[src/hw/rtl/functional_graph_kth_successor_unit_macros.svh]
// assertion macros for the kth successor unit
// expects clk and rst_n in the scope of each use
`ifndef FUNCTIONAL_GRAPH_KTH_SUCCESSOR_UNIT_MACROS_SVH
`define FUNCTIONAL_GRAPH_KTH_SUCCESSOR_UNIT_MACROS_SVH

// checked only outside reset
`define FGKS_ASSERT(lbl, prop, msg) \
  lbl: assert property (@(posedge clk) disable iff (!rst_n) prop) else $error(msg);

// checked at every edge, reset included
`define FGKS_ASSERT_ALWAYS(lbl, prop, msg) \
  lbl: assert property (@(posedge clk) prop) else $error(msg);

`endif

[src/hw/rtl/fgks_ram.sv]
// generic simple dual port ram, one write and one registered read port
// no dependencies
module fgks_ram #(
  parameter int WIDTH = 8,
  parameter int DEPTH = 256
) (
  input  logic                     clk,
  input  logic                     we,
  input  logic [$clog2(DEPTH)-1:0] waddr,
  input  logic [WIDTH-1:0]         wdata,
  input  logic [$clog2(DEPTH)-1:0] raddr,
  output logic [WIDTH-1:0]         rdata
);

  logic [WIDTH-1:0] mem [DEPTH];

  always_ff @(posedge clk) begin
    if (we) begin
      mem[waddr] <= wdata;
    end
    rdata <= mem[raddr];
  end

endmodule

[config.mk]
export PLATFORM = sky130hd
export DESIGN_NAME = fgks_ram
export DESIGN_NICKNAME = d
export VERILOG_FILES = /design/src/hw/rtl/functional_graph_kth_successor_unit_macros.svh /design/src/hw/rtl/fgks_ram.sv
export SDC_FILE = /design/constraint.sdc
export NUM_CORES = 2
export LEC_CHECK = 0
export CORE_MARGIN = 2
export CORE_UTILIZATION = 35
export CTS_CLUSTER_SIZE = 10
export DETAILED_ROUTE_END_ITERATION = 7
export DONT_BUFFER_PORTS = 1
export GPL_TIMING_DRIVEN = 0
export PLACE_DENSITY = 0.47
export SLEW_MARGIN = 30
export SYNTH_ARGS = -nofsm -noshare
export SYNTH_HDL_FRONTEND = slang
export SYNTH_SLANG_ARGS = --single-unit
export TNS_END_PERCENT = 100
[constraint.sdc]
create_clock -name clk -period 6.6 [get_ports clk]
set_input_delay 0.66 -clock clk [delete_from_list [all_inputs] [get_ports clk]]
set_output_delay 0.66 -clock clk [all_outputs]
set_load 0.05 [all_outputs]
======== Word-level counts from Yosys, hierarchy flattened ========
Memory sizes are Yosys's and may differ from the RTL's. A register that Yosys moved wholly into a read port is not among the register bits.
Index checks and enable logic that the tools add are counted.
storage, ports and cells
  ROM bits ................................ 0
  output and inout bits ................... 8
  latch bits .............................. 0
  word-level logic and storage cells ...... 3
  memories kept ........................... 1
  memory bits (writable) .................. 2048
  bits in registers ....................... 0
operators by class
  mux-type cells .......................... 2
  add/subtract/negate cells ............... 0
  bitwise operators ....................... 0
  div/mod/pow operators ................... 0
  reduce and logical (&&, ||, !) cells .... 0
  shifts and indexed selects .............. 0
  eq/ne operators ......................... 0
  $lt $le $gt $ge ......................... 0
  $mul .................................... 0
memories
  name  depth  bits a word  rd ports  clocked after Yosys merged registers in  wr ports  RTL line        text
  mem   256    8            1         1                                        1         fgks_ram.sv:15  logic [WIDTH-1:0] mem [DEPTH];
operator list
  operator           count
  1-bit two-way mux  2

======== Longest topological paths before layout ========
  word-level depth ........................ 2
  depth in mapped cells ................... 11
  depth with buffers taken out ............ 6

======== Least setup slack after synthesis ========
No wires, ideal clock.
  kind .................................... input -> register
  from .................................... input raddr[0]
  to ...................................... register rdata[2] (read register of mem)
  path buffers ............................ 4
  arrival ................................. 2467 ps
  setup slack ............................. 4002 ps
  stages .................................. 9
  path through ............................ buf_6 -> buf_12 -> buf_8 -> buf_2 -> mux4_2 -> a22oi_1 -> a21oi_1 -> nor4_1 -> nor4_2
RTL lines
  element          RTL line        text
  start, declared  fgks_ram.sv:11  input logic [$clog2(DEPTH)-1:0] raddr,
  end, declared    fgks_ram.sv:12  output logic [WIDTH-1:0] rdata

==> impl_metrics.yaml <==
clock_network:
  cts_buffers: 229
  cts.hold.buffers_added: 10
  h-tree-depth: 4
  cts_tree: "done"
  root_buffer: "clkbuf_16"
  postCtsSetupBuffers: 0
  clk_pin_slew_ps: 50
  clock_sinks: 2056
  cts_resized: 0
  clockBufferDepth: 3
  clk_latency_ps: 860
synth:
  yosys.area.top_type_share_pct: 77.30
  yosysWarningCount: 0
  synth_nets: 3759
  synth.distinct_cells: 55
  yosysSeqAreaShare_pct: 77.50
  postSynthCellCount: 3733
  synth_top_flop_cell: "edfxtp_1"
  syn_area_per_cell_um2: 21.31
  async_reset_ff_share_pct: 0
  synth_top_area_cell: "edfxtp_1"
  synthTopCellsByArea: "edfxtp_1 77%, mux4_2 13%, mux2i_1 1.7%"
  syn_area_um2: 79560
  ys_ff_latch: 2056
  synth_edf_count: 2048
setup_path:
  cp-end-kind: "flop"
  worstPathMaxFanout: 10
  cp-startpoint: "raddr[4]"
  rr_startpoint: "mem[211][3]$_DFFE_PP_"
  ff2ff_setup_slack_ps: 3480
  r2r_cells: 6
  timing.critical_path.to: "rdata[5]$_DFF_P_"
  start_kind: "input port"
  r2r_end: "rdata[3]$_DFF_P_"
  arrival_ps: 5000
  worstSetupPathType: "in2reg"
  critPathRequiredTime_ps: 7270
layout:
  drive_gt1_share_pct: 23.85
  final_cell_mix: "2048 x edfxtp_1, 454 x mux4_2, 235 x nor2_1, 231 x clkbuf_16, 134 x mux2i_1"
  syn2layout_area_growth_pct: 14.15
  multi_input_area_um2: 16740
  seq_area_um2: 61660
  final_common_cell: "edfxtp_1"
  fillers: 20090
  finalNonFillerCells: 7100
  nNetsFinal: 4028
power:
  cellLeakagePower_nw: 27.58
  combPwrFrac_pct: 5.3
  pwr-share-seq_pct: 53.1
  power_density_nw_per_um2: 299.7
  clock_power_share_pct: 41.6
  swShare_pct: 22.31
  ir_drop_mv: 0.2906
  p_sw_mw: 6.071
  p_int_mw: 21.15
timing:
  max_freq_mhz: 231.1
  worst_pin_slew_ps: 1110
  min_period_ps: 4326
  slew_viol_final: 0
  rsz0062_at_grt: "no"
  finalCritPeriodShare_pct: 65.55
  setup_tns_ps: 0
  finClkSkew_ps: 37.26
  hold_viol: 0
  setup_viol: 0
  relSlewSlack_pct: 25.31
drt:
  drt-pass1-iter-count: 6
  antenna_left: 0
  drc: 0
  first_iter_violations: 6106
  drt-total-wl_mm: 271.8
  num_vias: 41200
  vias_per_cell: 5.802
  wire_per_inst_um: 38.28
die:
  ios: 34
  die_x_um: 480.8
  dieArea_um2: 231100
  fp.coreArea_um2: 226600
  core.rowCount: 175
  start_util_pct: 35.11
  die_h_um: 480.8
run_status:
  status: "complete, no violations"
worst_hold_path:
  whs_path_depth: 0
  min_path_type: "in2reg"
grt:
  grt.total_usage_pct: 23.38
  grt_start_max_net_pins: 257
  antenna_found_initial: 23
  grt_pass1_vias: 40510
  gr-total-overflow: 0
  grt_pass1_wl_mm: 363.9
placement:
  port_buffers: 0
  place_congestion: 0.8994
  hpwl_mm: 179.1
  dp_cells: 6770
flow_run:
  drv_cap: 0
-- power by group through the flow --
stage | clock (mW) | combinational (mW) | sequential (mW)
after floorplan | 0 | 0.699 | 14.7
after global routing | 12.0 | 1.47 | 14.4
after CTS | 11.5 | 1.44 | 14.4
final | 11.3 | 1.45 | 14.5
after global placement | 0 | 1.34 | 14.7
after detailed placement | 0 | 1.38 | 14.7
-- worst max-delay path: stages --
cell	delay (ps)
buf_4	320
nor2b_1	710
clkbuf_1	810
clkbuf_1	780
a22oi_1	220
a21oi_1	550
nor3_1	130
nor4_1	750
-- per-layer routing --
metal	GRT usage, %	part of all wire [%]	vias up
li1	-	-	16180
met1	32.93	42	22590
met2	36.20	46	2021
met3	5.447	8.4	402
met4	6.821	3.1	8
met5	0	0.017	-
-- final cells by class --
| type | instances | area share, % |
|---|---|---|
| antenna | 7 | 0.01929 |
| buffer | 233 | 1.675 |
| sequential | 2056 | 67.90 |
| clock inverter | 25 | 0.3045 |
| clock buffer | 288 | 6.601 |
| timing repair buffer | 38 | 0.9149 |
| multi-input combinational | 1442 | 18.43 |
| inverter | 2 | 0.008267 |
| tap | 3009 | 4.146 |
-- worst min path at each step --
stage                     slack (ps)                     to  startpoint
after floorplan                  760    mem[0][0]$_DFFE_PP_    wdata[0]
after global placement           790  mem[214][1]$_DFFE_PP_    wdata[1]
after detailed placement         790  mem[215][1]$_DFFE_PP_    wdata[1]
after CTS                          1  mem[118][2]$_DFFE_PP_    wdata[2]
after global routing            -0.6   mem[66][6]$_DFFE_PP_    wdata[6]
final                             80   mem[66][6]$_DFFE_PP_    wdata[6]
-- metrics by stage --
step                worst slack [ps]  total power, mW  util [%]  hold WS [ps]  cell area (um2)
CTS                             2569            27.37     40.05         1.289            90760
finish                          2274            27.22     40.07         79.52            90810
global placement               316.5            16.05     36.77         785.4            83320
floorplan                       4002            15.41         -         758.9            79560
global route                    2518            27.89     40.07       -0.5811            90810
detailed placement              1642            16.09     37.20         785.3            84310
-- logic make-up (layout without fill, tap and decap cells) --
| group | count (synthesis) | count (layout) | share of synthesized area (%) |
|---|---|---|---|
| flip-flops | 2056 | 2056 | 77.50 |
| AO/OA/AOI/OAI | 385 | 385 | 3.419 |
| buffers and inverters | 235 | 586 | 1.831 |
| other | 0 | 7 | 0 |
| AND/OR/NAND/NOR | 466 | 466 | 2.628 |
| multiplexers | 591 | 591 | 14.62 |
-- flip-flops by register name (all words and copies together) (netlist names) --
register,flops
rdata,8
mem,2048
-- Yosys cell counts (2+ instances only) --
cell type	count
clkbuf_1	111
mux4_2	454
o21ai_0	10
nand2b_1	8
a2111oi_1	2
a2111oi_0	2
buf_8	13
nor3_1	22
buf_2	31
nor2b_1	31
o21ai_1	2
buf_1	22
o211ai_1	10
edfxtp_1	2048
nor4_2	3
o221ai_1	46
o32ai_1	4
a211oi_1	16
a22oi_1	133
dfxtp_1	8
nor4_1	24
mux4_1	2
nand3_1	34
nand2_1	33
nand3b_1	2
a31oi_1	2
nand4_1	10
a21oi_1	96
a221oi_1	13
and3b_1	2
buf_12	8
and2_1	6
a22o_1	8
buf_6	21
nor2_1	282
or2_2	4
buf_4	27
mux2i_1	134
a311oi_1	2
o22a_1	5
o22ai_1	28
(Power assumes the default switching activity.)
